### src/rtl/dtps_pkg.sv
// Package: shared types, codes and helpers for the DCC throttle packet scheduler.
`timescale 1ns / 1ps

package dtps_pkg;

    // Fixed sizing of the refresh sequence and the function range
    localparam int MAX_FUNCTION = 68;
    localparam int SLOT_COUNT   = 20;

    // Item kinds
    localparam logic [3:0] KIND_SLOT      = 4'd0;
    localparam logic [3:0] KIND_SPEED_SET = 4'd1;
    localparam logic [3:0] KIND_FUNC_SET  = 4'd2;
    localparam logic [3:0] KIND_READ      = 4'd3;
    localparam logic [3:0] KIND_WRITE     = 4'd4;
    localparam logic [3:0] KIND_BIT_WRITE = 4'd5;
    localparam logic [3:0] KIND_POM_REPLY = 4'd6;
    localparam logic [3:0] KIND_SPEED_REP = 4'd7;
    localparam logic [3:0] KIND_ADDR_SET  = 4'd8;

    // Packet kinds
    localparam logic [2:0] PKT_SPEED     = 3'd0;
    localparam logic [2:0] PKT_FUNC      = 3'd1;
    localparam logic [2:0] PKT_READ      = 3'd2;
    localparam logic [2:0] PKT_WRITE     = 3'd3;
    localparam logic [2:0] PKT_BIT_WRITE = 3'd4;

    // Register indexes
    localparam logic [1:0] REG_READ_REPEATS      = 2'd0;
    localparam logic [1:0] REG_WRITE_REPEATS     = 2'd1;
    localparam logic [1:0] REG_BIT_WRITE_REPEATS = 2'd2;

    localparam logic [7:0] REPEATS_RESET = 8'd4;
    localparam logic [7:0] OP_FAIL_VALUE = 8'h00;
    localparam logic [7:0] COUNT_MAX     = 8'hFF;

    typedef struct packed {
        logic [3:0] kind;
        logic [6:0] function_number;
        logic [7:0] reply_value;
    } item_t;

    typedef struct packed {
        logic       packet_valid;
        logic [2:0] packet_kind;
        logic [3:0] function_group;
        logic       op_done;
        logic       op_ok;
        logic [7:0] op_value;
        logic [7:0] loco_speed;
        logic       speed_changed;
    } result_t;

    typedef struct packed {
        logic [7:0] read_repeats;
        logic [7:0] write_repeats;
        logic [7:0] bit_write_repeats;
    } cfg_t;

    // F0-F4 group 0, F5-F8 group 1, F9-F12 group 2, F13-F20 group 3,
    // then eight functions per group.
    function automatic logic [3:0] group_of(input logic [6:0] num);
        logic [6:0] off;
        off = num - 7'd21;
        if (num <= 7'd4) return 4'd0;
        if (num <= 7'd8) return 4'd1;
        if (num <= 7'd12) return 4'd2;
        if (num <= 7'd20) return 4'd3;
        return 4'd4 + off[6:3];
    endfunction

endpackage

### src/rtl/dtps_regs.sv
// Configuration registers behind the APB-style port.
`timescale 1ns / 1ps

module dtps_regs (
    input  logic               clk,
    input  logic               rst_n,
    input  logic               psel,
    input  logic               penable,
    input  logic               pwrite,
    input  logic [3:0]         paddr,
    input  logic [31:0]        pwdata,
    output logic [31:0]        prdata,
    output logic               pready,
    output dtps_pkg::cfg_t     cfg
);
    import dtps_pkg::*;

    cfg_t cfg_reg;
    logic wr_en;

    assign pready = 1'b1;
    assign wr_en  = psel && penable && pwrite;
    assign cfg    = cfg_reg;

    always_ff @(posedge clk or negedge rst_n)
    begin
        if (!rst_n)
        begin
            cfg_reg.read_repeats      <= REPEATS_RESET;
            cfg_reg.write_repeats     <= REPEATS_RESET;
            cfg_reg.bit_write_repeats <= REPEATS_RESET;
        end
        else if (wr_en)
        begin
            unique case (paddr[3:2])
                REG_READ_REPEATS:      cfg_reg.read_repeats      <= pwdata[7:0];
                REG_WRITE_REPEATS:     cfg_reg.write_repeats     <= pwdata[7:0];
                REG_BIT_WRITE_REPEATS: cfg_reg.bit_write_repeats <= pwdata[7:0];
                default: ;
            endcase
        end
    end

    always_comb
    begin
        unique case (paddr[3:2])
            REG_READ_REPEATS:      prdata = {24'd0, cfg_reg.read_repeats};
            REG_WRITE_REPEATS:     prdata = {24'd0, cfg_reg.write_repeats};
            REG_BIT_WRITE_REPEATS: prdata = {24'd0, cfg_reg.bit_write_repeats};
            default:               prdata = 32'd0;
        endcase
    end

endmodule

### src/rtl/dtps_core.sv
// Scheduler state and the single-pass decision logic for one item.
`timescale 1ns / 1ps

module dtps_core (
    input  logic               clk,
    input  logic               rst_n,
    input  logic               advance,
    input  dtps_pkg::item_t    item,
    input  dtps_pkg::cfg_t     cfg,
    output dtps_pkg::result_t  result_next
);
    import dtps_pkg::*;

    logic [4:0] slot_reg,      slot_next;
    logic [7:0] read_left_reg, read_left_next;
    logic [7:0] write_left_reg, write_left_next;
    logic [7:0] bit_left_reg,  bit_left_next;
    logic       done_reg,      done_next;
    logic       ok_reg,        ok_next;
    logic [7:0] value_reg,     value_next;
    logic [7:0] speed_reg,     speed_next;

    always_ff @(posedge clk or negedge rst_n)
    begin
        if (!rst_n)
        begin
            slot_reg       <= '0;
            read_left_reg  <= '0;
            write_left_reg <= '0;
            bit_left_reg   <= '0;
            done_reg       <= 1'b0;
            ok_reg         <= 1'b0;
            value_reg      <= '0;
            speed_reg      <= '0;
        end
        else if (advance)
        begin
            slot_reg       <= slot_next;
            read_left_reg  <= read_left_next;
            write_left_reg <= write_left_next;
            bit_left_reg   <= bit_left_next;
            done_reg       <= done_next;
            ok_reg         <= ok_next;
            value_reg      <= value_next;
            speed_reg      <= speed_next;
        end
    end

    always_comb
    begin
        logic [7:0] read_dec;
        logic [5:0] slot_inc;
        logic [3:0] fgroup;
        logic [4:0] fslot;
        logic       served;

        read_dec = read_left_reg - 8'd1;
        slot_inc = {1'b0, slot_reg} + 6'd1;
        fgroup   = group_of(item.function_number);
        fslot    = {fgroup, 1'b1};
        served   = 1'b0;

        slot_next       = slot_reg;
        read_left_next  = read_left_reg;
        write_left_next = write_left_reg;
        bit_left_next   = bit_left_reg;
        done_next       = done_reg;
        ok_next         = ok_reg;
        value_next      = value_reg;
        speed_next      = speed_reg;
        result_next     = '0;

        unique case (item.kind)
            KIND_SLOT:
            begin
                result_next.packet_valid = 1'b1;
                // Pending read first; an expired read fails and falls through
                if (read_left_reg != 8'd0)
                begin
                    read_left_next = read_dec;
                    if (read_dec == 8'd0)
                    begin
                        done_next  = 1'b1;
                        ok_next    = 1'b0;
                        value_next = OP_FAIL_VALUE;
                    end
                    else
                    begin
                        result_next.packet_kind = PKT_READ;
                        served = 1'b1;
                    end
                end
                if (!served && write_left_reg != 8'd0)
                begin
                    write_left_next = write_left_reg - 8'd1;
                    result_next.packet_kind = PKT_WRITE;
                    served = 1'b1;
                end
                if (!served && bit_left_reg != 8'd0)
                begin
                    bit_left_next = bit_left_reg - 8'd1;
                    result_next.packet_kind = PKT_BIT_WRITE;
                    served = 1'b1;
                end
                if (!served)
                begin
                    slot_next = (slot_inc >= 6'(SLOT_COUNT)) ? 5'd0 : slot_inc[4:0];
                    if (slot_reg[0])
                    begin
                        result_next.packet_kind    = PKT_FUNC;
                        result_next.function_group = slot_reg[4:1];
                    end
                    else
                    begin
                        result_next.packet_kind = PKT_SPEED;
                    end
                end
            end
            KIND_SPEED_SET:
            begin
                slot_next = {slot_reg[4:1], 1'b0};
            end
            KIND_FUNC_SET:
            begin
                if (item.function_number <= 7'(MAX_FUNCTION) &&
                    {1'b0, fslot} < 6'(SLOT_COUNT))
                begin
                    slot_next = fslot;
                end
            end
            KIND_READ:
            begin
                done_next      = 1'b0;
                ok_next        = 1'b0;
                read_left_next = (cfg.read_repeats == COUNT_MAX) ? COUNT_MAX
                                                                 : cfg.read_repeats + 8'd1;
            end
            KIND_WRITE:
            begin
                done_next       = 1'b0;
                ok_next         = 1'b0;
                write_left_next = cfg.write_repeats;
            end
            KIND_BIT_WRITE:
            begin
                done_next     = 1'b0;
                ok_next       = 1'b0;
                bit_left_next = cfg.bit_write_repeats;
            end
            KIND_POM_REPLY:
            begin
                if (read_left_reg != 8'd0 || write_left_reg != 8'd0 ||
                    bit_left_reg != 8'd0)
                begin
                    done_next  = 1'b1;
                    ok_next    = 1'b1;
                    value_next = item.reply_value;
                end
                if (read_left_reg != 8'd0)
                begin
                    read_left_next = 8'd0;
                end
                else if (write_left_reg != 8'd0)
                begin
                    write_left_next = 8'd0;
                end
                else if (bit_left_reg != 8'd0)
                begin
                    bit_left_next = 8'd0;
                end
            end
            KIND_SPEED_REP:
            begin
                if (item.reply_value != speed_reg)
                begin
                    speed_next = item.reply_value;
                    result_next.speed_changed = 1'b1;
                end
            end
            KIND_ADDR_SET:
            begin
                slot_next = 5'd0;
            end
            default: ;
        endcase

        result_next.op_done    = done_next;
        result_next.op_ok      = ok_next;
        result_next.op_value   = value_next;
        result_next.loco_speed = speed_next;
    end

endmodule

### src/rtl/dcc_throttle_packet_scheduler.sv
// Top level of the DCC throttle packet scheduler: input stage, decision core, result stage.
`timescale 1ns / 1ps
// Path: an item transfer loads the input register, then its result loads the result
//   register; the state moves at the edge that loads the result.
// Throughput: one item per cycle, sustained, with the output side not stalling.
// Reset: rst_n clears both valid flags and all scheduler state, and loads the
//   three repeat registers with 4; no clearing pass is needed.

module dcc_throttle_packet_scheduler (
    input  logic               clk,
    input  logic               rst_n,
    // Item channel
    input  logic               item_valid,
    output logic               item_stall,
    input  dtps_pkg::item_t    item,
    // Result channel
    output logic               result_valid,
    input  logic               result_stall,
    output dtps_pkg::result_t  result,
    // Configuration port
    input  logic               psel,
    input  logic               penable,
    input  logic               pwrite,
    input  logic [3:0]         paddr,
    input  logic [31:0]        pwdata,
    output logic [31:0]        prdata,
    output logic               pready
);
    import dtps_pkg::*;

    // Input stage: holds one item until the core can take it.
    logic    in_valid_reg;
    item_t   in_item_reg;
    // Result stage: holds the finished result until its transfer.
    logic    out_valid_reg;
    result_t out_result_reg;

    logic    advance;
    logic    item_take;
    cfg_t    cfg;
    result_t result_next;

    // Advance the core when an item waits and the result register is free or
    // being emptied this cycle.
    assign advance    = in_valid_reg && (!out_valid_reg || !result_stall);
    // Stall the item side only while the input register holds an item that
    // cannot advance.
    assign item_stall = in_valid_reg && !advance;
    assign item_take  = item_valid && !item_stall;

    assign result_valid = out_valid_reg;
    assign result       = out_result_reg;

    always_ff @(posedge clk or negedge rst_n)
    begin
        if (!rst_n)
        begin
            in_valid_reg  <= 1'b0;
            out_valid_reg <= 1'b0;
        end
        else
        begin
            if (item_take || advance)
            begin
                in_valid_reg <= item_take;
            end
            if (advance)
            begin
                out_valid_reg <= 1'b1;
            end
            else if (!result_stall)
            begin
                out_valid_reg <= 1'b0;
            end
        end
    end

    // Payload registers: no reset, loaded only on a transfer or advance.
    always_ff @(posedge clk)
    begin
        if (item_take)
        begin
            in_item_reg <= item;
        end
        if (advance)
        begin
            out_result_reg <= result_next;
        end
    end

    dtps_regs u_regs (
        .clk     (clk),
        .rst_n   (rst_n),
        .psel    (psel),
        .penable (penable),
        .pwrite  (pwrite),
        .paddr   (paddr),
        .pwdata  (pwdata),
        .prdata  (prdata),
        .pready  (pready),
        .cfg     (cfg)
    );

    dtps_core u_core (
        .clk         (clk),
        .rst_n       (rst_n),
        .advance     (advance),
        .item        (in_item_reg),
        .cfg         (cfg),
        .result_next (result_next)
    );

endmodule

### config.mk
export PLATFORM = sky130hd
export DESIGN_NAME = dcc_throttle_packet_scheduler
export DESIGN_NICKNAME = d
export VERILOG_FILES = /design/src/rtl/dtps_pkg.sv /design/src/rtl/dtps_regs.sv /design/src/rtl/dtps_core.sv /design/src/rtl/dcc_throttle_packet_scheduler.sv
export SDC_FILE = /design/constraint.sdc
export NUM_CORES = 1
export LEC_CHECK = 0
export ABC_AREA = 1
export CAP_MARGIN = 20
export CELL_PAD_IN_SITES_DETAIL_PLACEMENT = 1
export CELL_PAD_IN_SITES_GLOBAL_PLACEMENT = 1
export CORE_AREA = 2 2 124 126
export DETAILED_ROUTE_END_ITERATION = 8
export DIE_AREA = 0 0 126 128
export DONT_BUFFER_PORTS = 1
export MAX_ROUTING_LAYER = met4
export PLACE_DENSITY = 0.78
export SYNTH_ARGS = -nofsm -noshare
export SYNTH_HDL_FRONTEND = slang
export SYNTH_SLANG_ARGS = --single-unit
### constraint.sdc
create_clock -name clk -period 2.2 [get_ports clk]
set_clock_uncertainty 0.1 [all_clocks]
set_input_delay 0.33 -clock clk [delete_from_list [all_inputs] [get_ports clk]]
set_output_delay 0.33 -clock clk [all_outputs]
set_load 0.01 [all_outputs]
==> out/metrics.sh, run 1 <==
N_FILL_CELL=1757
FINAL_NET_COUNT=888
POST_ROUTE_CELLS_DRIVE_ABOVE_1_SHARE_PCT=19.1
LAYOUT_CELLS_EXCL_FILL=1019
CLOCKBUFFERDEPTH=2
STARTPOINT_TYPE='register'
VIOLATED_CHECKS='setup timing'
FINAL_CRITICAL_PATH_SETUP_SLACK_PS=-100
CRIT_CHAIN='inv_2 > ha_4 > nand2_4 > nor2_4 > nand2_2 > nor2_4 > buf_6 > inv_1 > a21oi_2 > a211oi_2 > buf_4 > buf_4 > nand3_1 > nand2_1'
DRT_PASS1_ITERATIONS=5
DIE_AREA_UM2=16100
TIGHTEST_SLEW_PS=812
PATH_CLASS='reg2reg'
SYNTHESIS.YOSYS.WARNINGS=0
CLOCKROOTBUFFER='sky130_fd_sc_hd__clkbuf_16'
SYNTH.LIB_CELLS_USED.DISTINCT=43
HOLDCRITPATHCLASS='in2reg'
CRIT_PATH_MAX_FANOUT=4
CP_DATA_ARRIVAL_TIME_PS=2500
NUMPLACEDINSTANCES=945
RSZ0062_AT_GRT='yes'
STATUS='finished, violations left'
LARGEST_REGISTER_FF_COUNT=27
SYNTH-EDFF-COUNT=46
TIMING.FINAL.CRIT_PERIOD_PS=2300
FINAL.SETUP.TNS_PS=-263
SWSHARE_PCT=34.4
SYN-MEAN-INSTANCE-AREA_UM2=8.47
IOPINCOUNT=124
DIE_WIDTH_UM=126
FINAL.HOLD.WORST_SLACK_PS=22.3
POWER.DENSITY_nW_PER_UM2=1190
VIASPERCELL=5.24
YS.FLOP_TYPE='sky130_fd_sc_hd__dfrtp_1'
CRITICAL_PATH_REQUIRED_PS=2400
CELL_COUNT_AFTER_SYNTHESIS=743
CP_SLOWEST_STAGE_DELAY_PS=410
TOTAL_ROUTING_USAGE_REPORTED_BY_GLOBAL_ROUTING_PCT=23.2
CRITICAL_PATH.N_BUFFERS_INVERTERS=5
CRITICAL_PATH.SLOWEST_CELL='sky130_fd_sc_hd__dfrtp_1'
COREAREA_UM2=14900
FINAL_CORE_UTILIZATION_PCT=52.9
INTPOWER_mW=6.13
SLEW_HEADROOM_PCT=45.8
CLOCK_TREE_FROM_TRITONCTS='yes'
TIMING_HOLD_VIOLATIONS_FINAL=0
FIRST_ITER_VIOLATIONS=293
GRT_PASS1_VIAS=5699
PRECTSSETUPSLACK_PS=-125
CELL_FAMILY_WITH_MOST_CP_DELAY='simple AND/OR/NAND/NOR gates'
POSTSYNTHREGISTERBITS=119
WORST_SKEW_PAIR.LATE_LATENCY_PS=430
P_LEAK_nW=3.59
EFFECTIVE_UTILIZATION_AT_FLOORPLAN_PCT=42.3
WIRE_PER_INST_UM=17.8
GRT_FIRST_PASS_WIRELENGTH_UM=28400
CRITICAL_PATH.ENDPOINT_TYPE='register'
SETUP_VIOL_COUNT_FINAL=4
P_SEQ_SHARE_PCT=38.0
IRDROPWORSTVDD_mV=0.684
CLOCKPOWERSHARE_PCT=31.9
MAXCAPVIOLCOUNT=0
CLOCK_SINKS=119
SYNTH_ASYNC_SR_FLOP_SHARE_PCT=61.3
SYN2LAYOUT_AREA_GROWTH_PCT=24.9
FINAL_DESIGN_AREA_NO_FILL_UM2=7860
REGTOREGSETUPSLACK_PS=-100
POSTROUTEWIRELENGTH_UM=18100
MAX_H_TREE_LEVEL=4
YOSYSSEQAREASHARE_PCT=51.0
OVERFLOW=0
COMBINATIONALPOWERSHARE_PCT=30.1
FP.DIEH_UM=128
ROUTED-VIA-COUNT=5340
PLACE_AREA_UM2=6590
DRTANTENNAVIOLNETS=0
TOTAL_STANDARD_CELL_AREA_AFTER_SYNTHESIS_UM2=6290
POST-ROUTE-DRC-COUNT=0
ANTENNADIODECOUNT=0
DESIGN_POWER_TOTAL_mW=9.36
STD_CELL_ROWS=45
SLEW_VIOLATIONS=0
GRT_START_MAX_NET_PINS=74
GP_ROUTABILITY_CONGESTION=0.881
P_SWITCHING_mW=3.22
PLACEMENT.IO_BUFFERS=0
MAX_FREQ_GHz=0.435
GRT_ANTENNA_BEFORE_REPAIR=0
FINALCRITPERIODSHARE_PCT=105
HPWL_UM=12200
CTS-BUFFERS-INSERTED=17
CLKSLEWWORSTSETUPHOLDPATHS_PS=50
per-layer routing:
metal | routed length, um | global-route usage [%] | vias up
li1 | - | - | 2532
met1 | 7570 | 25.8 | 2670
met2 | 9560 | 40.5 | 106
met3 | 589 | 5.34 | 32
met4 | 374 | 9.18 | 0
met5 | 0 | - | -
cell type report:
class	count	area (um^2)	share of cell area, %
Tap cell	188	235	2.99
Inverter	96	363	4.62
Sequential cell	119	3210	40.9
Clock buffer	21	440	5.60
Multi-Input combinational cell	517	2820	35.9
Clock inverter	11	179	2.28
Timing Repair Buffer	67	606	7.70
synth_stat cells, types with 7 or more instances:
library cell	n	area [um^2]
sky130_fd_sc_hd__o21ai_0	65	325
sky130_fd_sc_hd__clkbuf_1	7	26.3
sky130_fd_sc_hd__edfxtp_1	46	1380
sky130_fd_sc_hd__nand2_1	199	747
sky130_fd_sc_hd__nor2_1	65	244
sky130_fd_sc_hd__a22oi_1	9	67.6
sky130_fd_sc_hd__inv_1	94	353
sky130_fd_sc_hd__nand4_1	9	56.3
sky130_fd_sc_hd__dfrtp_1	70	1750
sky130_fd_sc_hd__a21oi_1	19	95.1
sky130_fd_sc_hd__xor2_1	16	140
sky130_fd_sc_hd__buf_4	25	188
sky130_fd_sc_hd__nand2_2	7	43.8
sky130_fd_sc_hd__nand3_1	33	165
sky130_fd_sc_hd__ha_1	8	100
what timing repair did:
action | 4_1_cts | 5_1_grt
pin swaps | 6 | 33
resized for setup | 22 | 62
endpoints found under the hold margin | 94 | 0
endpoints found under the setup margin | 43 | 51
hold buffers | 23 | 0
cloned | 0 | 2
buffers inserted | 2 | 15
worst paths after layout:
kind                                                  to                     start  cells past startpoint
worst min-delay path                       u_regs.cfg[2]                 pwdata[2]                      2
min in group asynchronous        u_core.read_left_reg[3]                     rst_n                      2
worst max register to register  u_core.write_left_reg[0]  u_core.write_left_reg[0]                     14
worst min register to register       u_core.value_reg[4]       u_core.value_reg[4]                      2
max in group asynchronous                 u_regs.cfg[10]                     rst_n                      2
worst max-delay path            u_core.write_left_reg[0]  u_core.write_left_reg[0]                     14
cell families after synthesis:
kind of cell,share of synthesized area (%)
buffers and inverters,9.74
xor gates and xnor gates,2.92
DFF,51.0
and+or+nand+nor,22.3
AOI/OAI and AO/OA,12.3
other,0.119
adders and majority gates,1.59
power by group through the flow:
stage / Clock [mW] / Sequential (mW) / Combinational [mW]
2_1_floorplan: 0 / 3.38 / 1.65
3_3_place_gp: 0 / 3.48 / 2.10
3_5_place_dp: 0 / 3.54 / 2.27
4_1_cts: 3.03 / 3.51 / 2.46
5_1_grt: 3.12 / 3.62 / 3.17
6_report: 2.98 / 3.55 / 2.82
placed cells by master, fill, tap and decap left out, types with 5 or more instances in the layout:
cell,count
sky130_fd_sc_hd__nand2_1,182
sky130_fd_sc_hd__nor2_4,8
sky130_fd_sc_hd__clkbuf_16,17
sky130_fd_sc_hd__edfxtp_1,46
sky130_fd_sc_hd__dfrtp_1,69
sky130_fd_sc_hd__a22oi_1,9
sky130_fd_sc_hd__o21ai_0,57
sky130_fd_sc_hd__nand2_4,7
sky130_fd_sc_hd__conb_1,25
sky130_fd_sc_hd__o21ai_1,8
sky130_fd_sc_hd__inv_1,87
sky130_fd_sc_hd__inv_2,8
sky130_fd_sc_hd__xor2_1,16
sky130_fd_sc_hd__nand3_1,29
sky130_fd_sc_hd__a21oi_2,5
sky130_fd_sc_hd__buf_4,39
sky130_fd_sc_hd__nand2_2,18
sky130_fd_sc_hd__a21oi_1,17
sky130_fd_sc_hd__nor2_1,52
sky130_fd_sc_hd__nor2_2,12
sky130_fd_sc_hd__dlygate4sd3_1,22
sky130_fd_sc_hd__nand4_1,9
sky130_fd_sc_hd__o21ai_2,10
sky130_fd_sc_hd__xnor2_1,5
sky130_fd_sc_hd__bufinv_16,5
(Power assumes the default switching activity.)
==> run 2, diff against run 1 <==
--- a/config.mk
+++ b/config.mk
@@ -5,16 +5,15 @@
 export SDC_FILE = /design/constraint.sdc
 export NUM_CORES = 1
 export LEC_CHECK = 0
-export ABC_AREA = 1
 export CAP_MARGIN = 20
 export CELL_PAD_IN_SITES_DETAIL_PLACEMENT = 1
 export CELL_PAD_IN_SITES_GLOBAL_PLACEMENT = 1
-export CORE_AREA = 2 2 124 126
+export CORE_AREA = 2 2 100 150
 export DETAILED_ROUTE_END_ITERATION = 8
-export DIE_AREA = 0 0 126 128
+export DIE_AREA = 0 0 102 152
 export DONT_BUFFER_PORTS = 1
 export MAX_ROUTING_LAYER = met4
-export PLACE_DENSITY = 0.78
+export PLACE_DENSITY = 0.77
 export SYNTH_ARGS = -nofsm -noshare
 export SYNTH_HDL_FRONTEND = slang
 export SYNTH_SLANG_ARGS = --single-unit
==> run 2 against run 1 <==
Against the previous run: total power rose by 1.9%; worst setup slack got worse by 320 ps; cell count fell by 8.1%; non-clock buffer count rose by 77; the flow still finishes with violations (setup timing); largest cell class unchanged.
==> out/metrics.sh, run 2 <==
STATUS='finished, violations left'
VIOLATED_CHECKS='setup timing'
PLACEMENT.IO_BUFFERS=0  # unchanged
YOSYSSEQAREASHARE_PCT=50.9  # -0.081 points
CRITICAL_PATH.ENDPOINT_TYPE='register'
SETUP_VIOL_COUNT_FINAL=56  # +52
CRIT_PATH_MAX_FANOUT=5  # +1
COREAREA_UM2=14300  # -3.6%
SYNTH.LIB_CELLS_USED.DISTINCT=71  # +65%
ROUTED-VIA-COUNT=5431  # +1.7%
SLEW_VIOLATIONS=0  # unchanged
TIGHTEST_SLEW_PS=697  # -116 ps
TIMING.FINAL.CRIT_PERIOD_PS=2620  # +318 ps
MAX_FREQ_GHz=0.382  # -12%
TIMING_HOLD_VIOLATIONS_FINAL=0  # unchanged
DIE_WIDTH_UM=102  # -19%
P_SWITCHING_mW=3.26  # +1.2%
RSZ0062_AT_GRT='yes'
P_LEAK_nW=3.60  # +0.37%
CLKSLEWWORSTSETUPHOLDPATHS_PS=60  # about the same
SLEW_HEADROOM_PCT=53.6  # +7.8 points
FIRST_ITER_VIOLATIONS=212  # -28%
YS_TOP_CELLS_BY_COUNT='sky130_fd_sc_hd__dfrtp_1 (70), sky130_fd_sc_hd__nand2_1 (58), sky130_fd_sc_hd__edfxtp_1 (46), sky130_fd_sc_hd__o21ai_0 (40), sky130_fd_sc_hd__mux2_2 (33)'
SYNTH-EDFF-COUNT=46  # unchanged
FINAL_NET_COUNT=797  # -10%
PATH_CLASS='reg2reg'
POST-ROUTE-DRC-COUNT=0  # unchanged
GRT_START_MAX_NET_PINS=74  # unchanged
SYN-MEAN-INSTANCE-AREA_UM2=10.8  # +27%
PRECTSSETUPSLACK_PS=-493  # -368 ps
POST_ROUTE_CELLS_DRIVE_ABOVE_1_SHARE_PCT=33.6  # +15 points
SYNTHESIS.YOSYS.WARNINGS=0  # unchanged
SYNTH.MOST_COMMON_CELL='sky130_fd_sc_hd__dfrtp_1'
P_SEQ_SHARE_PCT=35.6  # -2.4 points
WIRE_PER_INST_UM=22.2  # +25%
GP_ROUTABILITY_CONGESTION=0.878  # -0.35%
LARGEST_REGISTER_FF_COUNT=27  # unchanged
FINAL-SEQ-AREA_UM2=3210  # about the same
COMBINATIONALPOWERSHARE_PCT=33.3  # +3.2 points
N_FILL_CELL=1540  # -12%
CLOCKBUFFERDEPTH=2  # unchanged
VIASPERCELL=5.80  # +11%
INTPOWER_mW=6.27  # +2.2%
SYN2LAYOUT_AREA_GROWTH_PCT=35.9
IRDROPWORSTVDD_mV=0.701  # +2.4%
CTS-BUFFERS-INSERTED=17  # unchanged
CLOCKPOWERSHARE_PCT=31.0  # -0.9 points
HPWL_UM=12900  # +5.2%
TOTAL_ROUTING_USAGE_REPORTED_BY_GLOBAL_ROUTING_PCT=27.7  # +4.5 points
LAYOUT_CELLS_EXCL_FILL=936  # -8.1%
WORST_SKEW_PAIR.LATE_LATENCY_PS=430  # about the same
SWSHARE_PCT=34.2  # -0.24 points
POSTSYNTHREGISTERBITS=119  # unchanged
POSTROUTEWIRELENGTH_UM=20800  # +15%
ROUTEDLENGTHMET1_UM=7460  # -1.4%
MAXCAPVIOLCOUNT=0  # unchanged
YS.FLOP_TYPE='sky130_fd_sc_hd__dfrtp_1'
HIGHEST-SIGNAL-LAYER='met4'
CLOCKROOTBUFFER='sky130_fd_sc_hd__clkbuf_16'
ANTENNADIODECOUNT=0  # unchanged
EFFECTIVE_UTILIZATION_AT_FLOORPLAN_PCT=44.0  # +1.7 points
FP.DIEH_UM=152  # +19%
CLOCK_SINKS=119  # unchanged
DIE_AREA_UM2=15500  # -3.9%
LAYOUT.CELLS.MOST_COMMON='sky130_fd_sc_hd__buf_4'
GRT_FIRST_PASS_WIRELENGTH_UM=31900  # +12%
DEPTH_OF_THE_MOST_CRITICAL_REG_TO_REG_PATH=8  # -6
IOPINCOUNT=124  # unchanged
CLOCK_TREE_FROM_TRITONCTS='yes'
MET2_LENGTH_UM=11700  # +22%
SYNTH_AREA_LEADERS='sky130_fd_sc_hd__dfrtp_1 (28%), sky130_fd_sc_hd__edfxtp_1 (22%), sky130_fd_sc_hd__mux2_2 (5.9%)'
MET3_LENGTH_UM=653  # +11%
FINAL.SETUP.TNS_PS=-18090  # -17,830 ps
TOTAL_STANDARD_CELL_AREA_AFTER_SYNTHESIS_UM2=6300  # +0.16%
HOLDCRITPATHCLASS='in2reg'
DRT_PASS1_ITERATIONS=5  # unchanged
CRITICAL_PATH_REQUIRED_PS=2470  # +70 ps
GRT_PASS1_VIAS=5989  # +5.1%
NUMPLACEDINSTANCES=853  # -9.7%
FINAL.HOLD.WORST_SLACK_PS=249  # +227 ps
OVERFLOW=0  # unchanged
DRTANTENNAVIOLNETS=0  # unchanged
SYNTH_ASYNC_SR_FLOP_SHARE_PCT=61.3  # unchanged
FINALCRITPERIODSHARE_PCT=119  # +14 points
MAX_H_TREE_LEVEL=4  # unchanged
SYNTHDOMINANTCELLAREASHARE_PCT=27.8  # -0.044 points
POWER.DENSITY_nW_PER_UM2=1110  # -6.6%
STD_CELL_ROWS=54  # +20%
BIGGEST_AREA_CONSUMER_AMONG_SYNTHESIZED_CELLS='sky130_fd_sc_hd__dfrtp_1'
STARTPOINT_TYPE='register'
MULTI_INPUT_AREA_UM2=3160  # +12%
CP_DATA_ARRIVAL_TIME_PS=2890  # +390 ps
HOLD_DEPTH=3  # +1
FINAL_CRITICAL_PATH_SETUP_SLACK_PS=-419  # -318 ps
GRT_ANTENNA_BEFORE_REPAIR=0  # unchanged
CELL_COUNT_AFTER_SYNTHESIS=585  # -21%
LAYOUT.CELLS.MOST_COMMON_LIST='sky130_fd_sc_hd__buf_4 (95), sky130_fd_sc_hd__dfrtp_1 (70), sky130_fd_sc_hd__nand2_1 (57)'
-- run 2: cell count changes after synthesis, moves of 15 or more --
cell,before,now
sky130_fd_sc_hd__a22o_1,0,21
sky130_fd_sc_hd__nor3_1,3,18
sky130_fd_sc_hd__nand2_1,199,58
sky130_fd_sc_hd__nor2_1,65,28
sky130_fd_sc_hd__o21ai_0,65,40
sky130_fd_sc_hd__inv_1,94,16
sky130_fd_sc_hd__mux2_2,0,33
-- run 2: cell families (layout without fill, tap and decap cells) --
group           count (synthesis)  in the layout  share of synthesized area (%)
compound gates                153            154                           17.1
other cells                     2             25                          0.119
xor+xnor                       15             15                           2.08
buf+inv                        62            192                           5.77
simple gates                  183            184                           14.9
fa+ha+maj                       8              8                           1.59
flops                         119            119                           50.9
mux                            43             43                           7.48
-- run 2: area by class of cell --
| class | count | share of cell area [%] |
|---|---|---|
| Sequential cell | 119 | 37.5 |
| Multi-Input combinational cell | 429 | 36.9 |
| Timing Repair Buffer | 144 | 14.7 |
| Clock buffer | 18 | 5.12 |
| Tap cell | 196 | 2.86 |
| Clock inverter | 14 | 2.18 |
| Inverter | 16 | 0.701 |
-- run 2: stage by stage --
step / util, % / instance area, um^2 / power (mW)
3_3_place_gp: 49.5 / 7090 / 5.73
4_1_cts: 58.6 / 8390 / 9.25
6_report: 59.8 / 8570 / 9.53
2_1_floorplan: - / 6420 / 4.74
5_1_grt: 59.8 / 8570 / 9.94
3_5_place_dp: 49.5 / 7090 / 5.91
-- run 2: final timing paths --
check                                        startpoint                        to  slack [ps]
worst max-delay path            u_core.read_left_reg[1]  u_core.write_left_reg[7]        -420
worst min-delay path                           paddr[2]             u_regs.cfg[7]         250
worst max register to register  u_core.read_left_reg[1]  u_core.write_left_reg[7]        -420
worst min register to register      u_core.value_reg[3]       u_core.value_reg[3]         410
max in group asynchronous                         rst_n            u_regs.cfg[10]        1250
min in group asynchronous                         rst_n        u_core.slot_reg[3]         420
-- run 2: layer usage --
| metal | up-vias | GRT usage (%) |
|---|---|---|
| met5 | - | - |
| met4 | 0 | 15.5 |
| met3 | 66 | 5.20 |
| met2 | 169 | 48.9 |
| met1 | 2766 | 28.0 |
| li1 | 2430 | - |
-- run 2: worst max-delay path: stages, from the launching register on --
cell and delay (ps):
sky130_fd_sc_hd__dfrtp_1 430, sky130_fd_sc_hd__nor3_1 510, sky130_fd_sc_hd__nand3_4 130, sky130_fd_sc_hd__a2111oi_4 510, sky130_fd_sc_hd__buf_4 210, sky130_fd_sc_hd__o2111ai_4 150
sky130_fd_sc_hd__buf_6 180, sky130_fd_sc_hd__a21oi_1 130, sky130_fd_sc_hd__o221a_2 190
-- run 2: power by group through the flow --
stage / clock network [mW] / logic (mW) / registers, mW
6_report: 2.96 / 3.18 / 3.40
5_1_grt: 3.08 / 3.40 / 3.46
4_1_cts: 2.99 / 2.89 / 3.37
3_5_place_dp: 0 / 2.51 / 3.40
3_3_place_gp: 0 / 2.37 / 3.36
2_1_floorplan: 0 / 1.45 / 3.29
-- run 2: what timing repair did --
| item | CTS | global route |
|---|---|---|
| pin swaps | 17 | 17 |
| setup endpoints to repair | 56 | 70 |
| resized for setup | 60 | 40 |
| cloned | 4 | 0 |
| setup buffers | 13 | 7 |
| hold buffers | 32 | 0 |
| endpoints found under the hold margin | 118 | 0 |
==> run 3, diff against run 2 <==
--- a/config.mk
+++ b/config.mk
@@ -9,6 +9,7 @@
 export CELL_PAD_IN_SITES_DETAIL_PLACEMENT = 1
 export CELL_PAD_IN_SITES_GLOBAL_PLACEMENT = 1
 export CORE_AREA = 2 2 100 150
+export CTS_BUF_LIST = sky130_fd_sc_hd__clkbuf_16
 export DETAILED_ROUTE_END_ITERATION = 8
 export DIE_AREA = 0 0 102 152
 export DONT_BUFFER_PORTS = 1
@@ -17,3 +18,4 @@
 export SYNTH_ARGS = -nofsm -noshare
 export SYNTH_HDL_FRONTEND = slang
 export SYNTH_SLANG_ARGS = --single-unit
+export TNS_END_PERCENT = 30
==> run 3 against run 2 <==
Against the previous run: the run still ends with setup timing left; core utilization fell by 1.0 points; sequential power hardly changed; sequential share of layout area up 0.65 points; worst setup slack got worse by 66 ps; routed wire length about the same; combinational power down 2%; critical path depth increased by 1; clock power fell by 4%; worst hold slack worse by 230 ps; first-iteration DRC count up 56%; largest cell class unchanged; largest power group unchanged.
==> out/metrics.sh, run 3 (same netlist as run 2, synthesis figures left out) <==
STATUS='finished, violations left'
VIOLATED_CHECKS='setup timing'
LAYOUT.CELLS.MOST_COMMON_LIST='sky130_fd_sc_hd__buf_4 (95), sky130_fd_sc_hd__dfrtp_1 (69), sky130_fd_sc_hd__nand2_1 (56)'
CLKSLEWWORSTSETUPHOLDPATHS_PS=60  # about the same
CLOCK_SINKS=119  # unchanged
NUMPLACEDINSTANCES=850  # -0.35%
SWSHARE_PCT=33.9  # -0.29 points
TIGHTEST_SLEW_PS=641  # -55.6 ps
ROUTED-VIA-COUNT=5402  # -0.53%
CRITICAL_PATH.ENDPOINT_TYPE='register'
ANTENNADIODECOUNT=0  # unchanged
FINALCRITPERIODSHARE_PCT=122  # +3.0 points
INTPOWER_mW=6.19  # -1.4%
FINAL_NET_COUNT=789  # -1.0%
CP_DATA_ARRIVAL_TIME_PS=2930  # +40 ps
VIASPERCELL=5.82  # +0.32%
GRT_ANTENNA_BEFORE_REPAIR=0  # unchanged
LAYOUT.CELLS.MOST_COMMON='sky130_fd_sc_hd__buf_4'
CRIT_PATH_MAX_FANOUT=5  # unchanged
P_SEQ_SHARE_PCT=36.3  # +0.7 points
FINAL_CORE_UTILIZATION_PCT=58.8  # -1.0 points
CLOCKROOTBUFFER='sky130_fd_sc_hd__clkbuf_16'
FINAL_DESIGN_AREA_NO_FILL_UM2=8430  # -1.7%
TIMING_HOLD_VIOLATIONS_FINAL=0  # unchanged
PRECTSSETUPSLACK_PS=-509  # -16.6 ps
TIMING.FINAL.CRIT_PERIOD_PS=2680  # +65.6 ps
DRTANTENNAVIOLNETS=0  # unchanged
MAXCAPVIOLCOUNT=0  # unchanged
DRT_PASS1_ITERATIONS=5  # unchanged
CLOCKBUFFERDEPTH=2  # unchanged
COMBINATIONALPOWERSHARE_PCT=33.4  # about the same
HOLDCRITPATHCLASS='in2reg'
CRITICAL_PATH_REQUIRED_PS=2450  # -20 ps
CLOCKPOWERSHARE_PCT=30.3  # -0.7 points
P_LEAK_nW=3.52  # -2.2%
SYN2LAYOUT_AREA_GROWTH_PCT=33.7
FIRST_ITER_VIOLATIONS=330  # +56%
DIE_WIDTH_UM=102  # unchanged
OVERFLOW=0  # unchanged
LARGEST_REGISTER_FF_COUNT=27  # unchanged
MAX_FREQ_GHz=0.373  # -2.4%
DIE_AREA_UM2=15500  # unchanged
STARTPOINT_TYPE='register'
POST-ROUTE-DRC-COUNT=0  # unchanged
FP.DIEH_UM=152  # unchanged
TOTAL_ROUTING_USAGE_REPORTED_BY_GLOBAL_ROUTING_PCT=26.7  # -0.98 points
WORST_SKEW_PAIR.LATE_LATENCY_PS=430  # about the same
POSTROUTEWIRELENGTH_UM=20800  # about the same
SLEW_VIOLATIONS=0  # unchanged
PLACEMENT.IO_BUFFERS=0  # unchanged
STD_CELL_ROWS=54  # unchanged
GRT_PASS1_VIAS=5903  # -1.4%
GRT_FIRST_PASS_WIRELENGTH_UM=31000  # -2.8%
FINAL_CRITICAL_PATH_SETUP_SLACK_PS=-484  # -65.6 ps
FINAL.HOLD.WORST_SLACK_PS=17.7  # -232 ps
IRDROPWORSTVDD_mV=0.584  # -17%
EFFECTIVE_UTILIZATION_AT_FLOORPLAN_PCT=44.0  # unchanged
SETUP_VIOL_COUNT_FINAL=56  # unchanged
PATH_CLASS='reg2reg'
GRT_START_MAX_NET_PINS=74  # unchanged
POST_ROUTE_CELLS_DRIVE_ABOVE_1_SHARE_PCT=31.7  # -2.0 points
IOPINCOUNT=124  # unchanged
CTS-BUFFERS-INSERTED=17  # unchanged
P_SWITCHING_mW=3.18  # -2.6%
COREAREA_UM2=14300  # unchanged
SLEW_HEADROOM_PCT=57.1  # +3.5 points
HPWL_UM=12600  # -2.2%
GP_ROUTABILITY_CONGESTION=0.833  # -5.2%
RSZ0062_AT_GRT='yes'
POWER.DENSITY_nW_PER_UM2=1110  # -0.13%
WIRE_PER_INST_UM=22.4  # +0.95%
LAYOUT_CELLS_EXCL_FILL=928  # -0.85%
CLOCK_TREE_FROM_TRITONCTS='yes'
PLACE_AREA_UM2=7060  # -0.39%
MAX_H_TREE_LEVEL=4  # unchanged
[run 3: changes by cell type in the layout (fill, tap and decap cells not counted), moves of 3 or more]
cell,before,now
sky130_fd_sc_hd__a2bb2oi_2,3,0
sky130_fd_sc_hd__inv_6,4,0
sky130_fd_sc_hd__o21ai_2,9,4
sky130_fd_sc_hd__a21oi_1,23,27
sky130_fd_sc_hd__a21oi_2,7,3
sky130_fd_sc_hd__a2bb2oi_1,0,3
sky130_fd_sc_hd__o21ai_0,21,25
sky130_fd_sc_hd__inv_1,14,19
sky130_fd_sc_hd__buf_6,14,6
sky130_fd_sc_hd__clkinvlp_4,1,5
[run 3: metrics by stage]
| step | power (mW) | TNS [ps] |
|---|---|---|
| floorplan | 4.73 | -24660 |
| global placement | 5.65 | -16530 |
| detailed placement | 5.85 | -20540 |
| CTS | 8.95 | -17870 |
| global route | 9.77 | -24460 |
| finish | 9.36 | -19750 |
[run 3: area by class of cell]
| cell class | instances | area [um^2] |
|---|---|---|
| clock buffers | 19 | 475 |
| clock inverters | 13 | 129 |
| fillers | 1546 | 5900 |
| inverters | 16 | 60.1 |
| multi-input cells | 428 | 3110 |
| flip-flops and latches | 119 | 3210 |
| well taps | 196 | 245 |
| repair buffers | 137 | 1190 |
[run 3: path summary, 6_finish.rpt]
path / slack [ps] / depth (start not counted) / start / end
worst max register to register: -480 / 9 / u_core.read_left_reg[2] / u_core.write_left_reg[2]
min in group asynchronous: 360 / 2 / rst_n / u_core.speed_reg[0]
worst min-delay path: 20 / 2 / result_stall / in_valid_reg
worst min register to register: 410 / 1 / u_core.value_reg[7] / u_core.value_reg[7]
worst max-delay path: -480 / 9 / u_core.read_left_reg[2] / u_core.write_left_reg[2]
max in group asynchronous: 1260 / 2 / rst_n / u_regs.cfg[2]
[run 3: power groups by stage]
| stage | logic [mW] | registers, mW | clock network, mW |
|---|---|---|---|
| 2_1_floorplan | 1.44 | 3.29 | 0 |
| 3_3_place_gp | 2.32 | 3.33 | 0 |
| 3_5_place_dp | 2.47 | 3.37 | 0 |
| 4_1_cts | 2.74 | 3.36 | 2.85 |
| 5_1_grt | 3.35 | 3.46 | 2.96 |
| 6_report | 3.13 | 3.40 | 2.84 |
[run 3: metal layers]
metal	global-route usage [%]	vias to the layer above	wire (um)	share of wire, %
met5	-	-	0	0
met4	11.2	0	678	3.3
met3	5.34	65	776	3.7
met2	49.0	173	11800	57
met1	26.7	2753	7510	36
li1	-	2411	-	-
[run 3: repair_timing]
item                                    in CTS  in global routing
cloned                                       2                  1
hold endpoints to repair                   118                  0
hold buffers                                31                  0
pin swaps                                   14                 10
setup buffers                                4                  8
resized for setup                           38                 41
endpoints found under the setup margin      56                 66
[run 3: worst max-delay path, cell delays in order (launching register included)]
cell and delay (ps):
sky130_fd_sc_hd__dfrtp_2 450, sky130_fd_sc_hd__buf_4 180, sky130_fd_sc_hd__o31ai_1 340, sky130_fd_sc_hd__nand4_1 270, sky130_fd_sc_hd__a2111oi_4 280, sky130_fd_sc_hd__buf_6 180
sky130_fd_sc_hd__buf_4 150, sky130_fd_sc_hd__o2111ai_2 230, sky130_fd_sc_hd__a21oi_1 230, sky130_fd_sc_hd__a2bb2oi_1 190
